$ cat src/hw/rtl/avt_pkg.sv
// Shared types, widths and codes of the affine vertex transform block.
package avt_pkg;

	localparam int CoordW      = 24;
	localparam int GainW       = 16;
	localparam int FracW       = 12;
	localparam int ProdW       = CoordW + GainW;
	localparam int AccW        = ProdW + 2;
	localparam int SumW        = 45;
	localparam int MaxVertices = 1048576;
	localparam int CntW        = $clog2(MaxVertices + 1);
	localparam int CfgIdxW     = 3;
	localparam int CfgDataW    = 3 * GainW;
	localparam int DataW       = 3 * CoordW;
	localparam int KindW       = 2;
	localparam int FifoDepth   = 4;
	localparam int FifoPtrW    = $clog2(FifoDepth);
	localparam int GainOne     = 4096;

	localparam logic [KindW-1:0] KindVertex = 2'd0;
	localparam logic [KindW-1:0] KindMin    = 2'd1;
	localparam logic [KindW-1:0] KindMax    = 2'd2;
	localparam logic [KindW-1:0] KindMean   = 2'd3;

	localparam logic [CfgIdxW-1:0] RegRowX = 3'd0;
	localparam logic [CfgIdxW-1:0] RegRowY = 3'd1;
	localparam logic [CfgIdxW-1:0] RegRowZ = 3'd2;
	localparam logic [CfgIdxW-1:0] RegOffX = 3'd3;
	localparam logic [CfgIdxW-1:0] RegOffY = 3'd4;
	localparam logic [CfgIdxW-1:0] RegOffZ = 3'd5;

	typedef logic signed [CoordW-1:0] coord_t;

	localparam coord_t CoordMax = coord_t'((2 ** (CoordW - 1)) - 1);
	localparam coord_t CoordMin = coord_t'(-(2 ** (CoordW - 1)));

	typedef struct packed {
		logic   last;
		coord_t z;
		coord_t y;
		coord_t x;
	} vtx_t;

	typedef struct packed {
		logic                  start;
		logic [CntW-1:0]       count;
	} div_req_t;

endpackage

$ cat src/hw/rtl/avt_stats.sv
// Back end: tracks the bounding box and sums, and sequences the result items.
module avt_stats (
	input  logic                                clk,
	input  logic                                arst_n,
	input  logic                                in_valid,
	output logic                                in_ready,
	input  avt_pkg::vtx_t                       in_vtx,
	output logic                                out_valid,
	input  logic                                out_ready,
	output logic [avt_pkg::KindW-1:0]           out_kind,
	output logic [avt_pkg::DataW-1:0]           out_data,
	output logic                                out_last,
	output avt_pkg::div_req_t                   div_req,
	output logic [2:0][avt_pkg::SumW-1:0]       div_sums,
	input  logic                                div_done,
	input  logic [2:0][avt_pkg::CoordW-1:0]     div_quot
);

	localparam logic [1:0] StVtx  = 2'd0;
	localparam logic [1:0] StMin  = 2'd1;
	localparam logic [1:0] StMax  = 2'd2;
	localparam logic [1:0] StMean = 2'd3;

	logic [1:0]                       st_q;
	logic [avt_pkg::CntW-1:0]         cnt_q;
	avt_pkg::coord_t                  min_q [3];
	avt_pkg::coord_t                  max_q [3];
	logic signed [avt_pkg::SumW-1:0]  sum_q [3];
	logic                             out_valid_q;
	logic [avt_pkg::KindW-1:0]        out_kind_q;
	logic [avt_pkg::DataW-1:0]        out_data_q;
	logic                             out_last_q;

	avt_pkg::coord_t                  t_c [3];
	avt_pkg::coord_t                  nmin_c [3];
	avt_pkg::coord_t                  nmax_c [3];
	logic signed [avt_pkg::SumW-1:0]  nsum_c [3];
	logic [avt_pkg::CntW-1:0]         ncnt_c;
	logic                             room_c, out_free, take;

	assign out_free  = !out_valid_q || out_ready;
	assign in_ready  = (st_q == StVtx) && out_free;
	assign take      = in_valid && in_ready;
	assign out_valid = out_valid_q;
	assign out_kind  = out_kind_q;
	assign out_data  = out_data_q;
	assign out_last  = out_last_q;

	always_comb begin
		t_c[0] = in_vtx.x;
		t_c[1] = in_vtx.y;
		t_c[2] = in_vtx.z;
		room_c = cnt_q < avt_pkg::CntW'(avt_pkg::MaxVertices);
		ncnt_c = room_c ? cnt_q + 1'b1 : cnt_q;
		for (int a = 0; a < 3; a++) begin
			nmin_c[a] = (room_c && (t_c[a] < min_q[a])) ? t_c[a] : min_q[a];
			nmax_c[a] = (room_c && (t_c[a] > max_q[a])) ? t_c[a] : max_q[a];
			nsum_c[a] = room_c ? sum_q[a] + avt_pkg::SumW'(t_c[a]) : sum_q[a];
			div_sums[a] = nsum_c[a];
		end
		div_req.start = take && in_vtx.last;
		div_req.count = ncnt_c;
	end

	always_ff @(posedge clk or negedge arst_n) begin
		if (!arst_n) begin
			st_q        <= StVtx;
			out_valid_q <= 1'b0;
			cnt_q       <= '0;
			for (int a = 0; a < 3; a++) begin
				min_q[a] <= avt_pkg::CoordMax;
				max_q[a] <= avt_pkg::CoordMin;
				sum_q[a] <= '0;
			end
		end else begin
			case (st_q)
				StVtx: begin
					if (take) begin
						out_valid_q <= 1'b1;
						cnt_q       <= ncnt_c;
						for (int a = 0; a < 3; a++) begin
							min_q[a] <= nmin_c[a];
							max_q[a] <= nmax_c[a];
							sum_q[a] <= nsum_c[a];
						end
						if (in_vtx.last) begin
							st_q <= StMin;
						end
					end else if (out_ready) begin
						out_valid_q <= 1'b0;
					end
				end
				StMin: begin
					if (out_free) begin
						out_valid_q <= 1'b1;
						st_q        <= StMax;
					end
				end
				StMax: begin
					if (out_free) begin
						out_valid_q <= 1'b1;
						st_q        <= StMean;
					end
				end
				StMean: begin
					if (out_free && div_done) begin
						out_valid_q <= 1'b1;
						st_q        <= StVtx;
						cnt_q       <= '0;
						for (int a = 0; a < 3; a++) begin
							min_q[a] <= avt_pkg::CoordMax;
							max_q[a] <= avt_pkg::CoordMin;
							sum_q[a] <= '0;
						end
					end else if (out_ready) begin
						out_valid_q <= 1'b0;
					end
				end
				default: begin
					out_valid_q <= 1'b0;
					st_q        <= StVtx;
				end
			endcase
		end
	end

	always_ff @(posedge clk) begin
		case (st_q)
			StVtx: begin
				if (take) begin
					out_kind_q <= avt_pkg::KindVertex;
					out_data_q <= {in_vtx.z, in_vtx.y, in_vtx.x};
					out_last_q <= !in_vtx.last;
				end
			end
			StMin: begin
				if (out_free) begin
					out_kind_q <= avt_pkg::KindMin;
					out_data_q <= {min_q[2], min_q[1], min_q[0]};
					out_last_q <= 1'b0;
				end
			end
			StMax: begin
				if (out_free) begin
					out_kind_q <= avt_pkg::KindMax;
					out_data_q <= {max_q[2], max_q[1], max_q[0]};
					out_last_q <= 1'b0;
				end
			end
			StMean: begin
				if (out_free && div_done) begin
					out_kind_q <= avt_pkg::KindMean;
					out_data_q <= {div_quot[2], div_quot[1], div_quot[0]};
					out_last_q <= 1'b1;
				end
			end
			default: begin
				out_last_q <= 1'b0;
			end
		endcase
	end

endmodule

$ cat config.mk
export PLATFORM = sky130hd
export DESIGN_NAME = avt_stats
export DESIGN_NICKNAME = d
export VERILOG_FILES = /design/src/hw/rtl/avt_pkg.sv /design/src/hw/rtl/avt_stats.sv
export SDC_FILE = /design/constraint.sdc
export NUM_CORES = 1
export LEC_CHECK = 0
export BUFFER_PORTS_ARGS = -buffer_cell sky130_fd_sc_hd__buf_2
export CAP_MARGIN = 20
export CORE_MARGIN = 2
export CORE_UTILIZATION = 55
export CTS_CLUSTER_DIAMETER = 80
export DETAILED_ROUTE_END_ITERATION = 7
export PLACE_DENSITY_LB_ADDON = 0.25
export SYNTH_ARGS = -nofsm -noshare
export SYNTH_HDL_FRONTEND = slang
export SYNTH_SLANG_ARGS = --single-unit
$ cat constraint.sdc
create_clock -name clk -period 5.4 [get_ports clk]
set_input_delay 0.54 -clock clk [delete_from_list [all_inputs] [get_ports clk]]
set_output_delay 0.54 -clock clk [all_outputs]
set_load 0.005 [all_outputs]
==> flow_summary.toml <==
[grt]
grt_max_degree = 219
grt.total_usage = 0.333
antenna_found_initial = 10
grt_pass1_vias = 25200
overflow = 0
grt_first_pass_wirelength_um = 140000

[placed_design]
postPlaceCellArea_um2 = 30500
port_buffers = 383
globalplace.congestion = 0.976
hpwlAfterDp_um = 64300

[status]
outcome = "completed"

[routing]
highest_layer = "met4"
drc_errors = 0
drtPass1Iterations = 8
final_antenna_net_count = 0
met2_length_um = 41600
num_vias = 26100
drt-met1-wl_um = 38500
drtIter0Drc = 2532
routed_via_density = 6.39
totalWireLength_um = 90800
wire_per_inst_um = 22.2
wl_met3_um = 7620

[power]
ir_worst_vdd_uv = 476
powerDensity_nw_per_um2 = 666
power.leakage_uw = 0.0156

[floorplanning]
die_height_um = 230
core-area_um2 = 50200
io_pins = 384
row_count = 82
die_x_um = 230
start_util = 0.558
die_area_um2 = 52800

[critical_path]
worst_ep_required_time_ns = 4.86
slowest_stage = "a2111oi_0"
cp_max_fo = 6
critPathCaptureType = "primary output"
crit_arrival_ns = 4.40
cp_slowest_stage_delay_ns = 0.66
crit_chain = "ha_1, nand2_1, or4_1, a21oi_1, nor3_1, a2111oi_0, nor4_1, buf_4, o21ai_1, a31oi_1, xor2_1, o21ai_0, buf_2"
critPathKind = "flip-flop to primary output"
startpoint_type = "flip-flop"

[sta]
max_freq_mhz = 202
worst_slew_pin_slew_ns = 1.12
period_minus_slack_ns = 4.94
finClkSkew_ns = 0.0236
max-slew-margin-rel = 0.253
finalSetupViolCount = 0
hold_viol = 0
min_period_over_period = 0.915
rsz0062_at_grt = "false"
final_max_slew_viol_count = 0
holdWs_ns = 0.243
tns_ns = 0

[run]
maxCapViolations = 0

[final_layout]
final_area_um2 = 32100
fin_nets = 3800
final_cell_mix = "buf_2 (383), nand2_1 (304), ha_1 (275)"
drive_gt1_frac = 0.177
final_common_cell = "buf_2"
fillers = 4185
area_growth_pct = 14.5

[clocking]
cts.path.max_buffers = 3
cts_inserted_buffers = 44
cts_tree = "built"
cts_repair_resize_count = 0
clock_latency_ns = 0.60
clk_pin_slew_ns = 0.06
clockRootBuffer = "clkbuf_16"
htree_levels = 2
cts.sink_count = 378
postCtsSetupRepairBufs = 0
cts_hold_buf = 1

[worst_hold_path]
holdCritPathClass = "input pin to flip-flop"

[logic_synthesis]
synth-edff-count = 75
ys.flop_type = "dfrtp_1"
postSynthNetCount = 3507
synth_seq_area_share = 0.354
synth-seq-cells = 378
yosys_warnings = 0
avgSynthCellArea_um2 = 9.11
synth_cell_types = 77
async_flop_share = 0.802
syn_inst = 3075
synth_area_um2 = 28000
synth_top_cell_area_share = 0.206
yosys.area.top_type = "dfrtp_1"
synth_area_leaders = "dfrtp_1 (21%), ha_1 (12%), edfxtp_1 (8.0%)"
## logic make-up (layout without fill, tap and decap cells)
kind of cell | after synthesis | in the layout | share of synthesized area
AO/OA/AOI/OAI | 1099 | 1099 | 0.277
XOR/XNOR | 141 | 141 | 0.0441
adder cells (fa/ha/maj) | 282 | 282 | 0.127
buffers and inverters | 425 | 753 | 0.0569
flip-flops | 378 | 378 | 0.354
multiplexers | 89 | 89 | 0.0322
other | 0 | 9 | 0
AND/OR/NAND/NOR | 661 | 661 | 0.109
## Yosys cell counts, types with 8 or more instances
library cell,n
a31oi_1,22
edfxtp_1,75
dfstp_2,72
or2_2,8
a221oi_1,8
inv_1,255
a21o_1,142
a31o_2,9
o22a_1,71
nor3_1,25
and2_1,13
xor2_1,59
nand4_1,60
and3_1,20
nand3_1,40
o211ai_1,15
or4_1,8
nand2_1,304
nand2b_1,25
a22o_1,157
o21a_1,26
mux2i_1,81
xnor2_1,82
o31ai_1,13
a222oi_1,72
a21oi_1,179
dfrtp_1,231
nor2b_1,25
nor2_1,109
clkbuf_1,151
mux2_2,8
ha_1,279
buf_1,17
o21ai_0,254
o221ai_1,26
o21bai_1,23
## layer usage
layer  up-vias  track usage
met4         0        0.119
met3       170       0.0595
met2      1126        0.534
met5         -            0
li1      12000            -
met1     12700        0.454
## final timing paths
check	endpoint	cells past startpoint	slack [ns]	start
min reg2reg	sum_q[45]	2	0.51	sum_q[45]
min in group asynchronous	sum_q[22]	2	0.54	arst_n
max	div_sums[86]	13	0.46	sum_q[55]
max in group asynchronous	max_q[40]	3	3.65	arst_n
max reg2reg	min_q[60]	8	1.20	st_q[0]
min	min_q[0]	2	0.24	in_vtx[48]
## per-stage QoR
stage          utilization  instances  power, uW  setup WS, ns
2_1_floorplan            -       3075      13400         0.458
3_3_place_gp         0.608       3991      17600          1.04
3_5_place_dp         0.608       3993      17900         0.936
4_1_cts              0.639       4075      21200         0.565
5_1_grt              0.639       4083      22800         0.181
6_report             0.639       4084      21400         0.459
## state kept, by name, indices dropped and copies added, names as in the netlist
name / flops
out_kind: 2
out_last: 1
cnt_q: 21
out_data: 72
sum_q: 135
min_q: 72
max_q: 72
out_valid: 1
st_q: 2
## cell type report
| type | count | area, um2 | area share |
|---|---|---|---|
| multi-input cells | 2272 | 16600 | 0.517 |
| flip-flops and latches | 378 | 9930 | 0.310 |
| repair buffers | 415 | 2200 | 0.0688 |
| clock buffers | 61 | 1260 | 0.0392 |
| inverters | 257 | 965 | 0.0301 |
| well taps | 672 | 841 | 0.0262 |
| clock inverters | 20 | 272 | 0.00847 |
| diodes | 9 | 22.5 | 0.000702 |
## where the power goes
group	internal [uW]	switching, uW
sequential	4510	870
clock	1920	1310
combinational	5180	7590
total	11600	9770
## worst max-delay path: cells and delay by family, from the launching register on
| family | cells | cell delay [ns] |
|---|---|---|
| AOI/OAI and AO/OA | 5 | 1.46 |
| xor gates and xnor gates | 1 | 0.17 |
| adders and majority gates | 1 | 0.39 |
| buffers and inverters | 2 | 0.33 |
| DFF | 1 | 0.41 |
| and+or+nand+nor | 4 | 1.03 |
Power figures use the tool's default switching activity.
