### src/hw/rtl/avt_pkg.sv
// Shared types, widths and codes of the affine vertex transform block.
package avt_pkg;

	localparam int CoordW      = 24;
	localparam int GainW       = 16;
	localparam int FracW       = 12;
	localparam int ProdW       = CoordW + GainW;
	localparam int AccW        = ProdW + 2;
	localparam int SumW        = 45;
	localparam int MaxVertices = 1048576;
	localparam int CntW        = $clog2(MaxVertices + 1);
	localparam int CfgIdxW     = 3;
	localparam int CfgDataW    = 3 * GainW;
	localparam int DataW       = 3 * CoordW;
	localparam int KindW       = 2;
	localparam int FifoDepth   = 4;
	localparam int FifoPtrW    = $clog2(FifoDepth);
	localparam int GainOne     = 4096;

	localparam logic [KindW-1:0] KindVertex = 2'd0;
	localparam logic [KindW-1:0] KindMin    = 2'd1;
	localparam logic [KindW-1:0] KindMax    = 2'd2;
	localparam logic [KindW-1:0] KindMean   = 2'd3;

	localparam logic [CfgIdxW-1:0] RegRowX = 3'd0;
	localparam logic [CfgIdxW-1:0] RegRowY = 3'd1;
	localparam logic [CfgIdxW-1:0] RegRowZ = 3'd2;
	localparam logic [CfgIdxW-1:0] RegOffX = 3'd3;
	localparam logic [CfgIdxW-1:0] RegOffY = 3'd4;
	localparam logic [CfgIdxW-1:0] RegOffZ = 3'd5;

	typedef logic signed [CoordW-1:0] coord_t;

	localparam coord_t CoordMax = coord_t'((2 ** (CoordW - 1)) - 1);
	localparam coord_t CoordMin = coord_t'(-(2 ** (CoordW - 1)));

	typedef struct packed {
		logic   last;
		coord_t z;
		coord_t y;
		coord_t x;
	} vtx_t;

	typedef struct packed {
		logic                  start;
		logic [CntW-1:0]       count;
	} div_req_t;

endpackage

### src/hw/rtl/avt_fifo.sv
// Short queue of transformed vertices between the front end and the back end.
module avt_fifo (
	input  logic          clk,
	input  logic          arst_n,
	input  logic          push_valid,
	output logic          push_ready,
	input  avt_pkg::vtx_t push_data,
	output logic          pop_valid,
	input  logic          pop_ready,
	output avt_pkg::vtx_t pop_data
);

	avt_pkg::vtx_t                mem_q [avt_pkg::FifoDepth];
	logic [avt_pkg::FifoPtrW-1:0] wr_ptr_q, rd_ptr_q;
	logic [avt_pkg::FifoPtrW:0]   cnt_q;
	logic                         push, pop;

	assign push_ready = cnt_q != (avt_pkg::FifoPtrW + 1)'(avt_pkg::FifoDepth);
	assign pop_valid  = cnt_q != '0;
	assign pop_data   = mem_q[rd_ptr_q];
	assign push       = push_valid && push_ready;
	assign pop        = pop_valid && pop_ready;

	always_ff @(posedge clk or negedge arst_n) begin
		if (!arst_n) begin
			wr_ptr_q <= '0;
			rd_ptr_q <= '0;
			cnt_q    <= '0;
		end else begin
			if (push) begin
				wr_ptr_q <= wr_ptr_q + 1'b1;
			end
			if (pop) begin
				rd_ptr_q <= rd_ptr_q + 1'b1;
			end
			if (push && !pop) begin
				cnt_q <= cnt_q + 1'b1;
			end else if (pop && !push) begin
				cnt_q <= cnt_q - 1'b1;
			end
		end
	end

	always_ff @(posedge clk) begin
		if (push) begin
			mem_q[wr_ptr_q] <= push_data;
		end
	end

endmodule

### config.mk
export PLATFORM = sky130hd
export DESIGN_NAME = avt_fifo
export DESIGN_NICKNAME = d
export VERILOG_FILES = /design/src/hw/rtl/avt_pkg.sv /design/src/hw/rtl/avt_fifo.sv
export SDC_FILE = /design/constraint.sdc
export NUM_CORES = 1
export LEC_CHECK = 0
export BUFFER_PORTS_ARGS = -buffer_cell sky130_fd_sc_hd__buf_4
export CORE_MARGIN = 2
export CORE_UTILIZATION = 40
export DETAILED_ROUTE_END_ITERATION = 16
export GPL_TIMING_DRIVEN = 1
export PLACE_DENSITY = 0.69
export SYNTH_ARGS = -nofsm -noshare
export SYNTH_HDL_FRONTEND = slang
export SYNTH_SLANG_ARGS = --single-unit
### constraint.sdc
create_clock -name clk -period 4.3 [get_ports clk]
set_input_delay 0.215 -clock clk [delete_from_list [all_inputs] [get_ports clk]]
set_output_delay 0.215 -clock clk [all_outputs]
set_load 0.005 [all_outputs]
==> flow_metrics.tcl, run 1 <==
set metrics [dict create \
    clockBufferDepth 3 \
    portBuffers 151 \
    fmax_mhz 352 \
    core_area_um2 26900 \
    cp.arrival_ns 2.62 \
    setup_viol 0 \
    tns_ns 0 \
    synthesis.area_um2 10900 \
    startpoint_type "register" \
    clk_latency_ns 0.54 \
    fin_nets 746 \
    ant_nets 0 \
    yosysTopAreaCell "edfxtp_1" \
    drive_gt1_share_pct 41.3 \
    drcViolationCount 0 \
    cpMaxStageDelayCell "dfrtp_4" \
    tightest_slew_ns 1.14 \
    grt_max_degree 75 \
    synth_common_cells "edfxtp_1, mux4_2, buf_2, dfrtp_1, buf_6" \
    root_buffer "clkbuf_16" \
    period_share_pct 66.0 \
    die-area_um2 28700 \
    overflow 0 \
    routed_via_density 5.01 \
    synth_seq_cells 299 \
    numCtsBuffers 30 \
    post_cts_resized 0 \
    vias 5142 \
    cp_max_fo 40 \
    status "finished clean" \
    ys_types 19 \
    critical_path_class "reg2out" \
    clk_pin_slew_ns 0.06 \
    leakagePower_uw 0.00487 \
    antenna_found_initial 1 \
    cts.sinks 299 \
    maxSlewHeadroom_pct 24.3 \
    yosysWarnings 0 \
    end_kind "output pin" \
    drt_iter0_drc 421 \
    hold_path_class "in2async" \
    gp_congestion 0.719 \
    critPathMaxStageDelay_ns 0.90 \
    yosysTopAreaCellShare_pct 80.1 \
    grt_pass1_vias 5555 \
    netlist_instances 416 \
    utilization_pct 52.6 \
    synth_edf_count 292 \
    path_buf_inv 2 \
    grt_util_all_layers_pct 13.8 \
    ys.flop_type "edfxtp_1" \
    peakVddDrop_v 0.000449 \
    p_per_area_nw_per_um2 649 \
    fin_skew_ns 0.00696 \
    postCtsSetupBuffers 0 \
    synth.net_count 499 \
    tritoncts "yes" \
    syn_to_final_growth_pct 29.2 \
    final_hold_viol_count 0 \
    slew_viol_final 0 \
    grt_pass1_wl_mm 30.6 \
    die_h_um 169 \
    final_cells 1027 \
    required_ns 4.09 \
    drtPass1Iterations 4 \
    cts_hold_buf 75 \
    min_period_ns 2.84 \
    io-pin-count 152 \
    synth_area_leaders "edfxtp_1, mux4_2, dfrtp_1" \
    yosysMostFrequentCell "edfxtp_1" \
    placementRows 60 \
    initial_core_util_pct 40.7 \
    placed_cells 897 \
    hpwlAfterDp_mm 11.4 \
    cap_violations 0 \
    antenna_cells 0 \
    cp_top_family "flip-flops" \
    die_w_um 169 \
    drt_wl_total_mm 20.1 \
    synth-async-reset-ratio_pct 2.34 \
    rsz0062_at_grt "false" \
    htreeDepth 1 \
    ys_seq_area_share_pct 81.7 \
    wl_per_cell_um 19.5 \
    path_cells "buf_12, mux4_2, buf_4" \
    syn_area_per_cell_um2 26.3 \
]
## per-layer routing
metal  routed length (um)  global-route usage, %
met5                   13                      0
met4                  332                   3.46
met2                10200                   23.8
met3                 1050                   2.85
met1                 8500                   18.2
## cell usage in the layout (no fill, tap or decap)
master           n
edfxtp_1       292
nor2_1           2
dfrtp_4          2
fa_1             1
dfrtp_1          5
and2_4           4
or3_1            1
inv_1            3
nand3_1          1
clkbuf_16       31
buf_4          155
dlygate4sd3_1   75
mux2_2           2
xnor2_1          4
a21boi_2         1
ha_1             5
buf_12           1
bufinv_16        2
xor2_1           2
clkbuf_1         6
clkinvlp_4       2
nand2_1          2
clkinv_4         1
mux4_2          73
clkinv_1         4
clkinv_2         9
## final timing paths
check	start	endpoint	slack, ns	depth (start not counted)
min in group clk	push_valid	wr_ptr_q[0]	0.17	3
hold reg to reg	cnt_q[2]	cnt_q[2]	0.55	1
setup / recovery	rd_ptr_q[0]	pop_data[17]	1.46	3
hold / removal	arst_n	cnt_q[0]	0.03	2
setup reg to reg	cnt_q[0]	mem_q[2][29]	1.86	4
max in group asynchronous	arst_n	rd_ptr_q[0]	4.12	2
## where the power goes
group          leakage, uW  switching, uW  internal (uW)  total [uW]
clock network     0.000463           1020           1430        2460
logic              0.00165           1020           1460        2480
registers          0.00275            387           3860        4250
total              0.00487           2430           6750        9180
## cell families (layout without fill, tap and decap cells)
kind of cell / count (synthesis) / count (layout) / synth area share (%)
DFF: 299 / 299 / 81.7
AOI/OAI and AO/OA: 1 / 1 / 0.103
adders and majority gates: 6 / 6 / 0.755
muxes: 75 / 75 / 15.2
xor gates and xnor gates: 6 / 6 / 0.480
buffers and inverters: 19 / 289 / 1.21
and+or+nand+nor: 10 / 10 / 0.469
## state kept, by name, summed over array words and instances, names as in the netlist
register  cells
mem_q       292
cnt_q         3
rd_ptr_q      2
wr_ptr_q      2
## through the flow
step / setup slack (ns) / total power [uW] / hold WS, ns / cell area (um2)
after floorplan: 1.38 / 5610 / -0.0806 / 10900
after global placement: 1.93 / 6710 / 0.0281 / 12400
after detailed placement: 1.81 / 6820 / 0.0355 / 12400
after CTS: 1.31 / 9330 / 0.00510 / 14100
after global routing: 1.23 / 9620 / 0.0200 / 14100
final: 1.46 / 9180 / 0.0347 / 14100
## area by class of cell
type | count | area (um2)
multi-input cells | 98 | 1870
inverters | 3 | 11.3
clock buffers | 37 | 798
repair buffers | 231 | 1930
clock inverters | 18 | 144
well taps | 341 | 427
flip-flops and latches | 299 | 8950
fillers | 2050 | 12700
Note: power is estimated with default switching activity, not from simulation.
==> run 2: changes to the inputs <==
Settings changed: ABC_AREA set to 1.
Clock period 4.3 ns to 2.89 ns, I/O delays scaled along.
==> run 2 against run 1 <==
Effect of this change: synthesized cell count rose by 120%; sequential cell count unchanged; clock power increased by 45%; register-to-register slack lost 1.1 ns; synthesized area rose by 10%; cell count rose by 51%; power increased by 59%; cell area increased by 7.7%; worst setup slack got worse by 1.1 ns; utilization shrank 1.4 points; largest power group unchanged.
==> flow_metrics.tcl, run 2 <==
set metrics [dict create \
    wl_met2_mm 11.8 \
    yosysWarnings 0 \
    peakVddDrop_v 0.000672 \
    yosysMostFrequentCell "edfxtp_1" \
    reg2reg_to "cnt_q[1]" \
    htreeDepth 1 \
    period_share_pct 86.6 \
    grt_pass1_wl_mm 37.2 \
    die-area_um2 31600 \
    r2r_slack_ns 0.74 \
    numCtsBuffers 30 \
    hold_path_class "in2reg" \
    startpoint_type "register" \
    min_period_ns 2.50 \
    root_buffer "clkbuf_16" \
    pre_cts_ws_ns 0.727 \
    io-pin-count 152 \
    drt_wl_total_mm 24.2 \
    netlist_instances 911 \
    path_buf_inv 3 \
    final_common_cell "edfxtp_1" \
    cp.arrival_ns 2.36 \
    ys.flop_type "edfxtp_1" \
    drtPass1Iterations 5 \
    cp_max_fo 78 \
    yosysTopAreaCellShare_pct 72.6 \
    largestRegisters "mem_q (292), cnt_q (3)" \
    min_from "push_data[47]" \
    hold_depth 2 \
    utilization_pct 51.2 \
    routed_via_density 4.75 \
    cap_violations 0 \
    antenna_found_initial 1 \
    synth.net_count 994 \
    critical_path_class "reg2out" \
    ys_types 17 \
    cts.sinks 299 \
    synth_edf_count 292 \
    hold_path_end "mem_q[3][47]" \
    core_area_um2 29700 \
    placementRows 63 \
    p_per_area_nw_per_um2 958 \
    synth_common_cells "edfxtp_1, nand2_1, inv_1" \
    fin_skew_ns 0.0148 \
    r2r_cells 9 \
    clk_latency_ns 0.55 \
    fmax_mhz 400 \
    worst_slack_ns 0.388 \
    vias 7341 \
    syn_area_per_cell_um2 13.3 \
    ys_seq_area_share_pct 74.0 \
    leakagePower_uw 0.00611 \
    required_ns 2.75 \
    drcViolationCount 0 \
    path_cells "inv_8, buf_4, nand2_1, o211ai_1, nand2_1, buf_4" \
    final_hold_viol_count 0 \
    synth_area_leaders "edfxtp_1, o211ai_1, nand2_1" \
    grt_util_all_layers_pct 15.1 \
    end_kind "output pin" \
    slew_viol_final 0 \
    post_cts_resized 0 \
    largest_register_ffs 292 \
    regMostFlops "mem_q" \
    maxSlewHeadroom_pct 70.0 \
    overflow 0 \
    hpwlAfterDp_mm 13.8 \
    tightest_slew_ns 0.448 \
    setup_viol 0 \
    drive_gt1_share_pct 18.5 \
    die_h_um 178 \
    yosysTopAreaCell "edfxtp_1" \
    syn_to_final_growth_pct 26.0 \
    wl_per_cell_um 15.6 \
    cp_top_family "buffers and inverters" \
    wl_met1_mm 10.7 \
    rsz0062_at_grt "false" \
    clockBufferDepth 3 \
    ant_nets 0 \
    drt_iter0_drc 447 \
    reg2reg_from "cnt_q[0]" \
    grt_max_degree 95 \
    synthesis.area_um2 12100 \
    critPathMaxStageDelay_ns 0.45 \
    die_w_um 178 \
    synth_seq_cells 299 \
    wl_met3_mm 1.24 \
    multi_input_area_um2 2160 \
    synth-async-reset-ratio_pct 2.34 \
    fill_cells 2445 \
    tritoncts "yes" \
    regArea_um2 8950 \
    top_layer "met5" \
    crit_start "rd_ptr_q[0]" \
    gp_congestion 0.745 \
    final_cell_mix "edfxtp_1, nand2_1, inv_1, buf_4, o211ai_1" \
    status "finished clean" \
    grt_pass1_vias 7077 \
    cpMaxStageDelayCell "dfrtp_1" \
    fin_nets 1221 \
    clk_pin_slew_ns 0.06 \
    initial_core_util_pct 40.7 \
    portBuffers 151 \
    antenna_cells 0 \
]
==> run 2: metrics by stage <==
| step | power (uW) | hold slack (ns) | area (um2) | instances | setup TNS (ns) |
|---|---|---|---|---|---|
| floorplan | 9040 | -0.151 | 12100 | 911 | -73.87 |
| global placement | 11000 | -0.0364 | 13500 | 1419 | 0 |
| detailed placement | 11100 | -0.0352 | 13500 | 1419 | 0 |
| CTS | 14800 | 0.309 | 15200 | 1547 | 0 |
| global route | 15500 | 0.322 | 15200 | 1547 | 0 |
| finish | 14600 | 0.336 | 15200 | 1547 | 0 |
==> run 2: cells by family (layout without fill, tap and decap cells) <==
| kind of cell | count (synthesis) | in the layout | synth area share [%] |
|---|---|---|---|
| compound gates | 147 | 147 | 9.11 |
| buf+inv | 210 | 456 | 8.32 |
| fa+ha+maj | 6 | 6 | 0.683 |
| flops | 299 | 299 | 74.0 |
| xor+xnor | 1 | 1 | 0.0725 |
| simple gates | 248 | 248 | 7.80 |
==> run 2: layout make-up <==
class	count	area share [%]
sequential	299	58.7
multi-input combinational	402	14.2
timing repair buffer	243	13.8
clock buffer	34	5.03
inverter	162	4.04
tap	390	3.20
clock inverter	17	0.945
==> run 2: timing repair <==
item	in CTS	in global routing
buffers inserted	0	0
setup endpoints to repair	0	0
hold buffers	77	0
hold endpoints to repair	303	0
==> run 2: power breakdown <==
group | total (uW) | switching, uW | internal, uW
Combinational | 5070 | 2990 | 2080
Clock | 3570 | 1510 | 2060
Sequential | 5950 | 248 | 5700
==> run 2: how the worst max path moves through the flow <==
stage	endpoint	cells past startpoint	slack, ns
floorplan	mem_q[0][0]	4	-0.25
global placement	cnt_q[1]	9	0.85
detailed placement	cnt_q[1]	9	0.73
CTS	pop_data[63]	6	0.36
global route	pop_data[63]	6	0.20
finish	pop_data[63]	6	0.39
==> run 2: per-layer routing <==
metal	global-route usage, %	vias up
li1	-	3621
met1	19.7	3522
met2	26.1	164
met3	2.66	32
met4	4.23	2
met5	0	-
==> run 3: changes to the inputs <==
Settings changed: CORE_ASPECT_RATIO set to 2, CORE_UTILIZATION 40 to 55, PLACE_DENSITY 0.69 to 0.86.
Clock period 2.89 ns to 2.8 ns, I/O delays scaled along.
==> run 3 against run 2 <==
Effect of this change: sequential power increased by 3%; die area is 26% lower; cell area is 0.74% lower; clock power up 1%; first-iteration DRC count increased by 11%; largest cell class unchanged; highest routed layer is now met4.
==> flow_metrics.tcl, run 3 (synthesized netlist as in run 2, its figures left out) <==
set metrics [dict create \
    pre_cts_ws_ns 0.681 \
    cts.sinks 299 \
    hold_depth 2 \
    wl_per_cell_um 18.3 \
    final_hold_viol_count 0 \
    maxSlewHeadroom_pct 36.4 \
    rsz0062_at_grt "false" \
    grt_util_all_layers_pct 22.5 \
    r2r_cells 5 \
    final_common_cell "edfxtp_1" \
    power.total_uw 15200 \
    grt_max_degree 117 \
    fmax_mhz 402 \
    required_ns 2.66 \
    tritoncts "yes" \
    initial_core_util_pct 56.0 \
    reg2reg_from "cnt_q[0]" \
    r2r_slack_ns 0.65 \
    hpwlAfterDp_mm 15.5 \
    cp_max_fo 116 \
    io-pin-count 152 \
    die-area_um2 23200 \
    grt_pass1_wl_mm 39.5 \
    clockBufferDepth 3 \
    routed_via_density 5.40 \
    core_area_um2 21600 \
    wl_met3_mm 1.14 \
    fin_nets 1217 \
    min_period_ns 2.49 \
    placed_cells 1304 \
    cap_violations 0 \
    wl_met2_mm 14.9 \
    vias 7716 \
    root_buffer "clkbuf_16" \
    status "finished clean" \
    startpoint_type "register" \
    drcViolationCount 0 \
    fin_skew_ns 0.00726 \
    clk_latency_ns 0.53 \
    wl_met1_mm 9.10 \
    hold_path_class "in2reg" \
    regMostFlops "mem_q" \
    top_layer "met4" \
    critical_path_class "reg2out" \
    final_cells 1430 \
    tightest_slew_ns 0.953 \
    die_h_um 214 \
    htreeDepth 1 \
    largestRegisters "mem_q (292), cnt_q (3)" \
    peakVddDrop_v 0.000716 \
    slew_viol_final 0 \
    p_per_area_nw_per_um2 1000 \
    final_cell_mix "edfxtp_1, nand2_1, inv_1, buf_4, o211ai_1" \
    min_from "push_data[61]" \
    clk_pin_slew_ns 0.07 \
    antenna_found_initial 5 \
    fill_cells 1283 \
    drtPass1Iterations 4 \
    postCtsSetupBuffers 0 \
    end_kind "output pin" \
    crit_start "rd_ptr_q[0]" \
    largest_register_ffs 292 \
    setup_viol 0 \
    numCtsBuffers 24 \
    drive_gt1_share_pct 18.8 \
    drt_iter0_drc 495 \
    gp_congestion 0.876 \
    leakagePower_uw 0.00611 \
    overflow 0 \
    portBuffers 151 \
    grt_pass1_vias 7656 \
    die_w_um 109 \
    syn_to_final_growth_pct 25.1 \
    cp.arrival_ns 2.35 \
    ant_nets 0 \
    period_share_pct 88.8 \
    placementRows 76 \
    drt_wl_total_mm 26.1 \
    worst_slack_ns 0.314 \
]
==> run 3: layer usage <==
metal	global-route usage (%)	up-vias
li1	-	3616
met3	2.92	68
met4	9.11	0
met1	25.1	3757
met2	42.6	275
met5	0	-
==> run 3: through the flow <==
step | hold WS [ns] | cell area, um2 | TNS, ns | utilization [%]
after CTS | 0.340 | 15100 | 0 | 70.0
after global routing | 0.350 | 15100 | 0 | 70.0
final | 0.352 | 15100 | 0 | 70.0
after global placement | -0.0406 | 13500 | 0 | 62.4
after detailed placement | -0.0376 | 13500 | 0 | 62.4
after floorplan | -0.156 | 12100 | -100.15 | -
==> run 3: worst max-delay path, stage by stage, from the launching register on <==
cell and delay (ns):
dfrtp_1 0.45, inv_8 0.44, buf_4 0.40, nand2_1 0.14, o211ai_1 0.14, nand2_1 0.09
buf_4 0.14
==> run 3: worst paths after layout <==
kind	endpoint
worst max-delay path	pop_data[2]
worst min register to register	cnt_q[2]
worst min-delay path	mem_q[1][61]
min in group asynchronous	wr_ptr_q[1]
worst max register to register	mem_q[3][36]
max in group asynchronous	rd_ptr_q[1]
==> run 3: final cells by class <==
class / count / area, um2 / share of cell area [%]
Antenna cell: 6 / 15.0 / 0.0993
Clock buffer: 25 / 626 / 4.14
Clock inverter: 18 / 228 / 1.51
Inverter: 162 / 616 / 4.07
Multi-Input combinational cell: 402 / 2160 / 14.3
Sequential cell: 299 / 8940 / 59.2
Tap cell: 273 / 342 / 2.26
Timing Repair Buffer: 245 / 2180 / 14.4
==> run 3: where the power goes <==
group,internal (uW),total [uW],switching [uW]
Sequential,5870,6120,241
Clock,2090,3610,1510
Combinational,2210,5460,3250
Total,10200,15200,5000
==> run 3: timing repair <==
action | 4_1_cts | 5_1_grt
hold buffers | 77 | 0
gates resized for setup | 0 | 0
endpoints found under the hold margin | 303 | 0
