### config.mk
export PLATFORM = sky130hd
export DESIGN_NAME = avt_div
export DESIGN_NICKNAME = d
export VERILOG_FILES = /design/src/hw/rtl/avt_pkg.sv /design/src/hw/rtl/avt_div.sv
export SDC_FILE = /design/constraint.sdc
export NUM_CORES = 1
export LEC_CHECK = 0
export BUFFER_PORTS_ARGS = -buffer_cell sky130_fd_sc_hd__buf_2
export CAP_MARGIN = 20
export CORE_MARGIN = 2
export CORE_UTILIZATION = 40
export DETAILED_ROUTE_END_ITERATION = 6
export HOLD_SLACK_MARGIN = 0.05
export PLACE_DENSITY = 0.69
export RECOVER_POWER = 100
export SETUP_SLACK_MARGIN = 0.5
export SLEW_MARGIN = 20
export SYNTH_ARGS = -nofsm -noshare
export SYNTH_HDL_FRONTEND = slang
export SYNTH_SLANG_ARGS = --single-unit
### constraint.sdc
create_clock -name clk -period 9.3 [get_ports clk]
set_input_delay 1.395 -clock clk [delete_from_list [all_inputs] [get_ports clk]]
set_output_delay 1.395 -clock clk [all_outputs]
set_load 0.05 [all_outputs]
### src/hw/rtl/avt_pkg.sv
// Shared types, widths and codes of the affine vertex transform block.
package avt_pkg;

	localparam int CoordW      = 24;
	localparam int GainW       = 16;
	localparam int FracW       = 12;
	localparam int ProdW       = CoordW + GainW;
	localparam int AccW        = ProdW + 2;
	localparam int SumW        = 45;
	localparam int MaxVertices = 1048576;
	localparam int CntW        = $clog2(MaxVertices + 1);
	localparam int CfgIdxW     = 3;
	localparam int CfgDataW    = 3 * GainW;
	localparam int DataW       = 3 * CoordW;
	localparam int KindW       = 2;
	localparam int FifoDepth   = 4;
	localparam int FifoPtrW    = $clog2(FifoDepth);
	localparam int GainOne     = 4096;

	localparam logic [KindW-1:0] KindVertex = 2'd0;
	localparam logic [KindW-1:0] KindMin    = 2'd1;
	localparam logic [KindW-1:0] KindMax    = 2'd2;
	localparam logic [KindW-1:0] KindMean   = 2'd3;

	localparam logic [CfgIdxW-1:0] RegRowX = 3'd0;
	localparam logic [CfgIdxW-1:0] RegRowY = 3'd1;
	localparam logic [CfgIdxW-1:0] RegRowZ = 3'd2;
	localparam logic [CfgIdxW-1:0] RegOffX = 3'd3;
	localparam logic [CfgIdxW-1:0] RegOffY = 3'd4;
	localparam logic [CfgIdxW-1:0] RegOffZ = 3'd5;

	typedef logic signed [CoordW-1:0] coord_t;

	localparam coord_t CoordMax = coord_t'((2 ** (CoordW - 1)) - 1);
	localparam coord_t CoordMin = coord_t'(-(2 ** (CoordW - 1)));

	typedef struct packed {
		logic   last;
		coord_t z;
		coord_t y;
		coord_t x;
	} vtx_t;

	typedef struct packed {
		logic                  start;
		logic [CntW-1:0]       count;
	} div_req_t;

endpackage

### src/hw/rtl/avt_div.sv
// Three-lane restoring divider that forms the per-axis mean, one quotient bit per cycle.
module avt_div (
	input  logic                                clk,
	input  logic                                arst_n,
	input  avt_pkg::div_req_t                   req,
	input  logic [2:0][avt_pkg::SumW-1:0]       sums,
	output logic                                done,
	output logic [2:0][avt_pkg::CoordW-1:0]     quot
);

	localparam int StepW = $clog2(avt_pkg::SumW);

	logic                          busy_q;
	logic [StepW-1:0]              step_q;
	logic [avt_pkg::CntW-1:0]      dsr_q;
	logic [2:0]                    neg_q;
	logic [avt_pkg::SumW-1:0]      dvd_q [3];
	logic [avt_pkg::CntW-1:0]      rem_q [3];
	logic [avt_pkg::CntW:0]        trial_c [3];
	logic [avt_pkg::CntW:0]        diff_c [3];
	logic [avt_pkg::CoordW-1:0]    mag_c [3];

	assign done = !busy_q;

	always_comb begin
		for (int a = 0; a < 3; a++) begin
			trial_c[a] = {rem_q[a], dvd_q[a][avt_pkg::SumW-1]};
			diff_c[a]  = trial_c[a] - {1'b0, dsr_q};
			mag_c[a]   = dvd_q[a][avt_pkg::CoordW-1:0];
			quot[a]    = neg_q[a] ? (~mag_c[a] + 1'b1) : mag_c[a];
		end
	end

	always_ff @(posedge clk or negedge arst_n) begin
		if (!arst_n) begin
			busy_q <= 1'b0;
			step_q <= '0;
		end else if (req.start) begin
			busy_q <= 1'b1;
			step_q <= '0;
		end else if (busy_q) begin
			step_q <= step_q + 1'b1;
			if (step_q == StepW'(avt_pkg::SumW - 1)) begin
				busy_q <= 1'b0;
			end
		end
	end

	always_ff @(posedge clk) begin
		if (req.start) begin
			dsr_q <= req.count;
			for (int a = 0; a < 3; a++) begin
				neg_q[a] <= sums[a][avt_pkg::SumW-1];
				dvd_q[a] <= sums[a][avt_pkg::SumW-1] ? (~sums[a] + 1'b1) : sums[a];
				rem_q[a] <= '0;
			end
		end else if (busy_q) begin
			for (int a = 0; a < 3; a++) begin
				if (!diff_c[a][avt_pkg::CntW]) begin
					rem_q[a] <= diff_c[a][avt_pkg::CntW-1:0];
					dvd_q[a] <= {dvd_q[a][avt_pkg::SumW-2:0], 1'b1};
				end else begin
					rem_q[a] <= trial_c[a][avt_pkg::CntW-1:0];
					dvd_q[a] <= {dvd_q[a][avt_pkg::SumW-2:0], 1'b0};
				end
			end
		end
	end

endmodule

==> impl_metrics.csv, run 1 <==
group,metric,value,unit
power,ir_drop,0.151,mV
clocking,cts_tree,"yes",
route,postRouteAntennaNets,0,
timing,final-setup-viol-count,0,
outcome,violations,"capacitance limit, slew limit",
timing,finalSetupTns,0,ns
clocking,clock_sinks,229,
final_layout,nNetsFinal,2211,
synth,yosysTopAreaCellShare,0.394,
synth,post-synth-top-area-cell,"edfxtp_1",
global_route,overflow,0,
clocking,cts_buffers,29,
setup_path,cpMostUsedCell,"clkbuf_1",
clocking,path_clk_slew,0.06,ns
final_layout,final_design_area_no_fill,19300,um^2
setup_path,cpPeakStageDelay,2.99,ns
worst_hold_path,hold_path.class,"flop to flop",
floorplan,dieArea,43800,um^2
place,dp.final_hpwl,32000,um
timing,slew_headroom,-1.80,
route,topRoutingLayerUsed,"met5",
route,drt_first_iter_violations,987,
synth,async_flop_share,0.0306,
job,timing.max_cap.violations,6,
clocking,cts-hold-fix-buffers,0,
setup_path,r2r_end,"rem_q[2][15]",
setup_path,crit_path_start_kind,"input port",
clocking,cts_root_buf,"clkbuf_16",
setup_path,end_kind,"flop",
timing,timing.final.crit_share,0.742,
clocking,cts.path.max_buffers,3,
final_layout,fill_cells,4011,
setup_path,cp.required,9.50,ns
clocking,cts_htree_levels,1,
place,io_buffer_count,231,
timing,tightest_slew,4.19,ns
worst_hold_path,min_from,"dvd_q[0][34]",
synth,syn_area,16900,um^2
timing,hold_viol,0,
synth,synth_edf_count,221,
place,place_area,18500,um^2
synth,synth-seq-area-share,0.405,
floorplan,die_height,209,um
setup_path,cp_max_fo,119,
power,p_leak,7.60,nW
synth,ys_types,74,
floorplan,num_rows,75,
route,route.met2.wl,20900,um
timing,layout_min_cycle_time,6.90,ns
worst_hold_path,whs_path_depth,2,
setup_path,critical_path_class,"input port to flop",
synth,yosysWarningCount,0,
setup_path,r2r_slack,3.92,ns
global_route,groute.usage.overall,0.202,
setup_path,timing.rr.start,"dsr_q[1]",
route,routed_wl,45600,um
final_layout,areaGrowthSynthToFinish,14.3,%
route,wl_per_cell,17.9,um
floorplan,die_w,209,um
worst_hold_path,min_to,"dvd_q[0][35]",
synth,synth_nets,2019,
synth,synth_top_cells_by_area,"edfxtp_1 39%, xnor2_1 7.1%, o21ai_0 5.7%",
timing,finClkSkew,0.0116,ns
synth,ys_ff_latch,229,
clocking,post_cts_buffers,0,
timing,finalMaxSlewViolations,304,
floorplan,core-area,41800,um^2
timing,rsz0062_at_grt,"false",
setup_path,cp.buffers_inverters,4,
final_layout,drive_gt1_frac,0.114,
setup_path,cp.arrival,7.10,ns
global_route,grt_max_degree,198,
setup_path,slowest_stage,"clkbuf_1",
route,first_pass_iters,5,
global_route,grt_pass1_wl,72700,um
power,pwr_density_cell,241,nW/um^2
setup_path,critical-path-top-delay-family,"buffers and inverters",
floorplan,start_util,0.404,
floorplan,num_io_pins,232,
outcome,status,"finished with violations",
route,vias,14600,
clocking,clk_latency,0.57,ns
synth,synth_ff_type,"edfxtp_1",
timing,timing.fmax,145,MHz
synth,syn_avg_cell_area,9.44,um^2
setup_path,crit_chain,"clkbuf_1 -> clkbuf_1 -> or2_0 -> clkbuf_2 -> buf_16",
global_route,grt_pass1_vias,14100,
synth,synthCells,1786,
route,drt-met1-wl,20700,um
route,dr_wl_met3,2550,um
setup_path,r2r_cells,11,
route,via_per_inst,5.74,
route,drc,0,
clocking,cts_resized,0,
global_route,antenna_found_initial,9,
place,place_congestion,0.868,
-- logic make-up (layout without fill, tap and decap cells) --
group,count (synthesis),in the layout,synth area share
mux,23,23,0.0138
xor+xnor,233,233,0.121
buf+inv,144,358,0.0333
flops,229,229,0.405
other cells,0,4,0
compound gates,546,546,0.214
fa+ha+maj,74,74,0.0563
simple gates,537,537,0.156
-- Yosys cell counts, types with 13 or more instances --
cell type / count
a211oi_1: 14
a21o_1: 21
a21oi_1: 82
a22o_1: 41
clkbuf_1: 70
edfxtp_1: 221
ha_1: 71
inv_1: 63
mux2i_1: 21
nand2_1: 219
nand2b_1: 15
nand3_1: 48
nor2_1: 64
nor2b_1: 18
nor3_1: 45
nor4_1: 13
o21a_1: 21
o21ai_0: 192
o31ai_1: 62
o41ai_1: 35
or2_2: 13
or3_1: 28
or4_1: 27
xnor2_1: 137
xor2_1: 96
-- where the power goes --
| part | switching, W | internal, W | total, W |
|---|---|---|---|
| logic | 0.00124 | 0.000702 | 0.00195 |
| clock network | 0.000466 | 0.000704 | 0.00117 |
| registers | 0.000143 | 0.00138 | 0.00152 |
-- sequential cells by signal, summed over array words and instances, names as in the netlist --
signal  cells
rem_q      63
dvd_q     135
neg_q       3
dsr_q      21
step_q      6
busy_q      1
-- through the flow --
step | util | setup slack (ns) | total power, W | hold WS [ns] | instances
3_5_place_dp | 0.442 | 4.56 | 0.00348 | 0.513 | 2485
2_1_floorplan | - | 4.73 | 0.00300 | 0.484 | 1786
4_1_cts | 0.465 | 3.90 | 0.00468 | 0.524 | 2538
5_1_grt | 0.462 | 1.81 | 0.00491 | 0.549 | 2542
3_3_place_gp | 0.442 | 4.61 | 0.00344 | 0.505 | 2485
6_report | 0.462 | 2.40 | 0.00464 | 0.524 | 2543
-- layout make-up --
type	count	area [um^2]	area share
Sequential cell	229	6830	0.354
Clock buffer	38	790	0.0410
Inverter	63	236	0.0123
Timing Repair Buffer	242	1140	0.0594
Multi-Input combinational cell	1413	9410	0.488
Clock inverter	15	178	0.00922
Antenna cell	4	10.0	0.000519
Tap cell	539	674	0.0350
-- placed cells by master, fill, tap and decap left out, types with 12 or more instances in the layout --
cell       instances
buf_2            145
clkbuf_1          94
edfxtp_1         221
o41ai_1           38
xnor2_1          137
a211oi_1          14
nor2_1            63
nor2b_1           18
xor2_1            96
or3_1             28
o21ai_0          194
nor4_1            13
a22o_1            41
o21a_1            21
or4_1             31
ha_1              71
nand2_1          219
a21oi_1           82
nand2b_1          14
nand3_1           48
inv_1             63
mux2i_1           21
a21o_1            21
o31ai_1           62
clkbuf_16         29
or2_2             12
nor3_1            46
-- tightest hold or removal path, cell delays in order, from the launching register on --
cell and delay (ns):
edfxtp_1 0.32, nand2_1 0.04, o21ai_0 0.06
-- worst max path at each step --
stage | from | endpoint | slack, ns | cells after the start
6_report | req[21] | dvd_q[1][20] | 2.40 | 5
3_3_place_gp | dvd_q[1][4] | quot[44] | 4.61 | 9
2_1_floorplan | req[21] | dvd_q[0][0] | 4.73 | 2
3_5_place_dp | dvd_q[1][4] | quot[44] | 4.56 | 9
5_1_grt | req[21] | dvd_q[1][32] | 1.81 | 5
4_1_cts | dvd_q[1][4] | quot[44] | 3.90 | 9
-- routing by layer --
metal / track usage / vias up
met3: 0.0325 / 94
met4: 0.0695 / 10
met5: 0 / -
met1: 0.278 / 6969
met2: 0.323 / 435
li1: - / 7092
(Power assumes the default switching activity.)
==> inputs of run 2 (changes only) <==
- clock period: 9.3 -> 6.8 ns (I/O delays scaled with it)
==> run 2 against run 1 <==
The run still ends with capacitance limit, slew limit left. Global-route usage is 0.51 points higher. Via count is 0.20% higher. Cell count is 0.24% lower. Highest routed layer unchanged.
==> impl_metrics.csv, run 2 (same netlist as run 1, synthesis figures left out) <==
group,metric,value,unit
floorplan,num_io_pins,232,
route,first_pass_iters,5,
global_route,groute.usage.overall,0.207,
final_layout,instances_no_fill,2537,
route,vias,14600,
timing,timing.final.crit_share,0.834,
clocking,cts_tree,"yes",
clocking,cts.path.max_buffers,3,
setup_path,crit_path_start_kind,"input port",
route,drt_first_iter_violations,999,
final_layout,nNetsFinal,2211,
timing,tightest_slew,3.15,ns
place,dpl.cell_count,2486,
place,io_buffer_count,231,
power,p_sw_frac,0.403,
timing,rsz0062_at_grt,"false",
timing,timing.fmax,176,MHz
setup_path,cpPeakStageDelay,2.30,ns
global_route,antenna_found_initial,9,
global_route,grtUsageMet2,0.337,
floorplan,start_util,0.404,
timing,hold_viol,0,
setup_path,critical_path_class,"input port to flop",
final_layout,final_common_cell,"edfxtp_1",
route,drc,0,
setup_path,cp.required,7.11,ns
floorplan,num_rows,75,
worst_hold_path,hold_path.class,"input port to asynchronous set/reset pin",
job,timing.max_cap.violations,7,
power,p_clk_frac,0.239,
final_layout,drive_gt1_frac,0.111,
route,wl_per_cell,18.3,um
global_route,grt_use_met1,0.279,
final_layout,reg_top3,"dvd_q: 135 flops, rem_q: 63 flops, dsr_q: 21 flops",
power,power,0.00625,W
power,p_leak,7.56,nW
timing,finClkSkew,0.0217,ns
setup_path,end_kind,"flop",
outcome,violations,"capacitance limit, slew limit",
setup_path,cpMostUsedCell,"clkbuf_1",
clocking,post_cts_buffers,0,
clocking,clk_latency,0.57,ns
global_route,grt_pass1_vias,14200,
clocking,cts_htree_levels,1,
clocking,cts_resized,0,
floorplan,die_height,209,um
outcome,status,"finished with violations",
floorplan,dieArea,43800,um^2
global_route,overflow,0,
timing,final-setup-viol-count,0,
setup_path,cp.buffers_inverters,3,
final_layout,largest_register,"dvd_q",
place,place_congestion,0.893,
setup_path,critical-path-top-delay-family,"buffers and inverters",
power,ir_drop,0.211,mV
global_route,grt_pass1_wl,74100,um
place,dp.final_hpwl,33300,um
route,routed_wl,46400,um
final_layout,largest_register_ffs,135,
route,postRouteAntennaNets,0,
power,intPower,0.00373,W
timing,slew_headroom,-1.10,
power,combPwrFrac,0.427,
floorplan,core-area,41800,um^2
clocking,cts-hold-fix-buffers,0,
global_route,met3_usage,0.0359,
setup_path,cp.arrival,5.98,ns
clocking,path_clk_slew,0.06,ns
setup_path,cp_max_fo,64,
setup_path,r2r_cells,11,
global_route,top_usage_layer,"met2",
timing,layout_min_cycle_time,5.67,ns
timing,hold_slack,0.349,ns
global_route,grt_max_degree,117,
power,seqPwrFrac,0.334,
setup_path,slowest_stage,"clkbuf_1",
clocking,cts_buffers,28,
clocking,cts_root_buf,"clkbuf_16",
clocking,clock_sinks,229,
floorplan,die_w,209,um
timing,finalMaxSlewViolations,244,
power,pwr_density_cell,326,nW/um^2
power,switchingPower,0.00252,W
route,via_per_inst,5.77,
final_layout,final_cell_mix,"221 x edfxtp_1, 219 x nand2_1, 194 x o21ai_0",
final_layout,areaGrowthSynthToFinish,13.9,%
setup_path,cp.depth,6,
timing,finalSetupTns,0,ns
setup_path,crit_chain,"clkbuf_1 -> clkbuf_1 -> nand2b_1 -> buf_4 -> a2111oi_0 -> a21o_1",
[run 2: final cells by class]
class / count / area (um^2)
fillers: 4035 / 22600
multi-input cells: 1413 / 9410
flip-flops and latches: 229 / 6830
repair buffers: 243 / 1150
clock buffers: 33 / 741
well taps: 539 / 674
inverters: 63 / 236
clock inverters: 12 / 139
diodes: 5 / 12.5
[run 2: stage by stage]
stage / setup WS (ns) / cell area [um^2] / utilization
finish: 1.13 / 19200 / 0.460
detailed placement: 2.40 / 18500 / 0.442
floorplan: 2.61 / 16900 / -
global route: 0.786 / 19200 / 0.460
CTS: 1.80 / 19400 / 0.463
global placement: 2.49 / 18500 / 0.442
[run 2: per-layer routing]
metal / share of wire / vias to the layer above
met1: 0.44 / 6974
li1: - / 7077
met4: 0.033 / 6
met2: 0.46 / 470
met3: 0.058 / 102
met5: 0.00073 / -
[run 2: power groups by stage]
stage | clock network [W] | logic (W) | registers, W
after global placement | 0 | 0.00261 | 0.00210
after detailed placement | 0 | 0.00266 | 0.00211
after CTS | 0.00153 | 0.00268 | 0.00209
final | 0.00150 | 0.00267 | 0.00209
after global routing | 0.00157 | 0.00292 | 0.00212
after floorplan | 0 | 0.00207 | 0.00203
[run 2: path summary, 6_finish.rpt]
path	to	slack (ns)	start
max	rem_q[1][18]	1.13	req[21]
min	step_q[1]	0.35	arst_n
max reg2reg	rem_q[2][15]	1.68	dsr_q[1]
min reg2reg	dvd_q[1][44]	0.53	dvd_q[1][43]
max in group asynchronous	busy_q	6.17	arst_n
min in group clk	dvd_q[1][44]	0.53	dvd_q[1][43]
==> inputs of run 3 (changes only) <==
- clock period: 6.8 -> 5.89 ns (I/O delays scaled with it)
==> run 3 against run 2 <==
The run still ends with capacitance limit, slew limit left. Combinational power is 15% higher. Core utilization is 0.23 points higher. Non-clock buffer count is 1 higher. Cell area is 0.50% higher. Sequential share of layout area is 0.18 points lower. First-iteration DRC count is 0.10% lower.
==> impl_metrics.csv, run 3 (same netlist as run 1, synthesis figures left out) <==
group,metric,value,unit
setup_path,timing.rr.start,"dsr_q[1]",
floorplan,die_w,209,um
power,ir_drop,0.236,mV
final_layout,seqCellArea,6830,um^2
power,pwr_density_cell,378,nW/um^2
place,dp.final_hpwl,32600,um
route,via_per_inst,5.75,
timing,hold_viol,0,
route,drt_first_iter_violations,998,
power,p_leak,7.61,nW
timing,slew_headroom,-1.18,
final_layout,final_common_cell,"edfxtp_1",
clocking,cts_htree_levels,1,
timing,timing.final.crit_share,0.872,
floorplan,start_util,0.404,
floorplan,num_rows,75,
setup_path,cpPeakStageDelay,1.67,ns
route,drc,0,
final_layout,largest_register_ffs,135,
clocking,cts-hold-fix-buffers,0,
timing,finalSetupTns,0,ns
clocking,clock_sinks,229,
setup_path,slowest_stage,"or2_0",
setup_path,r2r_cells,11,
global_route,grt_pass1_vias,14000,
clocking,post_cts_buffers,0,
setup_path,crit_chain,"clkbuf_1 -> or2_0 -> clkbuf_4",
setup_path,r2r_end,"rem_q[2][15]",
route,postRouteAntennaNets,0,
route,vias,14600,
final_layout,drive_gt1_frac,0.117,
clocking,cts_resized,0,
setup_path,end_kind,"flop",
global_route,overflow,0,
final_layout,multi_input_area,9470,um^2
final_layout,nNetsFinal,2212,
setup_path,cp.required,6.04,ns
clocking,clk_latency,0.58,ns
global_route,grt_pass1_wl,72500,um
timing,rsz0062_at_grt,"false",
job,timing.max_cap.violations,11,
worst_hold_path,hold_path.class,"input port to asynchronous set/reset pin",
timing,timing.fmax,195,MHz
clocking,cts.path.max_buffers,3,
clocking,cts_buffers,28,
timing,layout_min_cycle_time,5.13,ns
global_route,antenna_found_initial,9,
outcome,violations,"capacitance limit, slew limit",
place,io_buffer_count,231,
route,routed_wl,45600,um
setup_path,crit_path_start_kind,"input port",
floorplan,dieArea,43800,um^2
setup_path,critical-path-top-delay-family,"buffers and inverters",
final_layout,areaGrowthSynthToFinish,14.4,%
place,place_congestion,0.881,
floorplan,num_io_pins,232,
setup_path,r2r_slack,0.89,ns
final_layout,largest_register,"dvd_q",
floorplan,die_height,209,um
route,wl_per_cell,17.9,um
outcome,status,"finished with violations",
timing,finalMaxSlewViolations,617,
floorplan,core-area,41800,um^2
global_route,groute.usage.overall,0.202,
clocking,cts_root_buf,"clkbuf_16",
timing,hold_slack,0.213,ns
final_layout,final_cell_mix,"221 x edfxtp_1, 219 x nand2_1, 196 x o21ai_0",
clocking,path_clk_slew,0.06,ns
setup_path,cp.arrival,5.28,ns
setup_path,cp_max_fo,116,
setup_path,critical_path_class,"input port to flop",
power,power,0.00730,W
route,first_pass_iters,5,
final_layout,fill_cells,3975,
clocking,cts_tree,"yes",
global_route,grt_max_degree,117,
timing,tightest_slew,3.26,ns
timing,final-setup-viol-count,0,
timing,finClkSkew,0.0246,ns
final_layout,reg_top3,"dvd_q: 135 flops, rem_q: 63 flops, dsr_q: 21 flops",
setup_path,cp.buffers_inverters,2,
[run 3: cell count changes in the layout (fill, tap and decap cells not counted), sizes merged]
cell and change:
clkinvlp -1, diode +1, clkinv +6, buf -1, clkbuf +1, bufinv +2
inv -1
[run 3: worst max path at each step]
stage	start	to	slack (ns)	cells past startpoint
3_5_place_dp	dvd_q[1][4]	quot[44]	1.63	9
2_1_floorplan	req[21]	dvd_q[0][0]	1.83	2
3_3_place_gp	dvd_q[1][4]	quot[44]	1.74	9
4_1_cts	dvd_q[1][4]	quot[44]	1.0	9
5_1_grt	req[21]	dvd_q[1][20]	0.38	3
6_report	req[21]	dvd_q[1][33]	0.76	3
[run 3: final cells by class]
cell class              count  share of cell area
multi-input cells        1413               0.491
flip-flops and latches    229               0.354
repair buffers            244              0.0580
diodes                      6            0.000778
clock inverters            18              0.0110
clock buffers              32              0.0382
well taps                 539              0.0350
inverters                  63              0.0123
[run 3: report_power, final]
group          internal, W  switching (W)  leakage (nW)
clock              0.00111       0.000719         0.469
combinational      0.00111        0.00195          4.58
sequential         0.00218       0.000227          2.57
total              0.00440        0.00290          7.61
[run 3: through the flow]
step	setup slack, ns	instances	utilization	cell area, um^2
final	0.755	2544	0.462	19300
after CTS	0.998	2538	0.465	19400
after global routing	0.379	2542	0.462	19300
after global placement	1.74	2488	0.443	18500
after floorplan	1.83	1786	-	16900
after detailed placement	1.63	2488	0.443	18500
[run 3: metal layers]
| layer | track usage | vias up | wire, um |
|---|---|---|---|
| met2 | 0.332 | 435 | 21300 |
| li1 | - | 7084 | - |
| met3 | 0.0349 | 95 | 2880 |
| met5 | 0 | - | 42 |
| met1 | 0.270 | 6995 | 20000 |
| met4 | 0.0670 | 8 | 1330 |
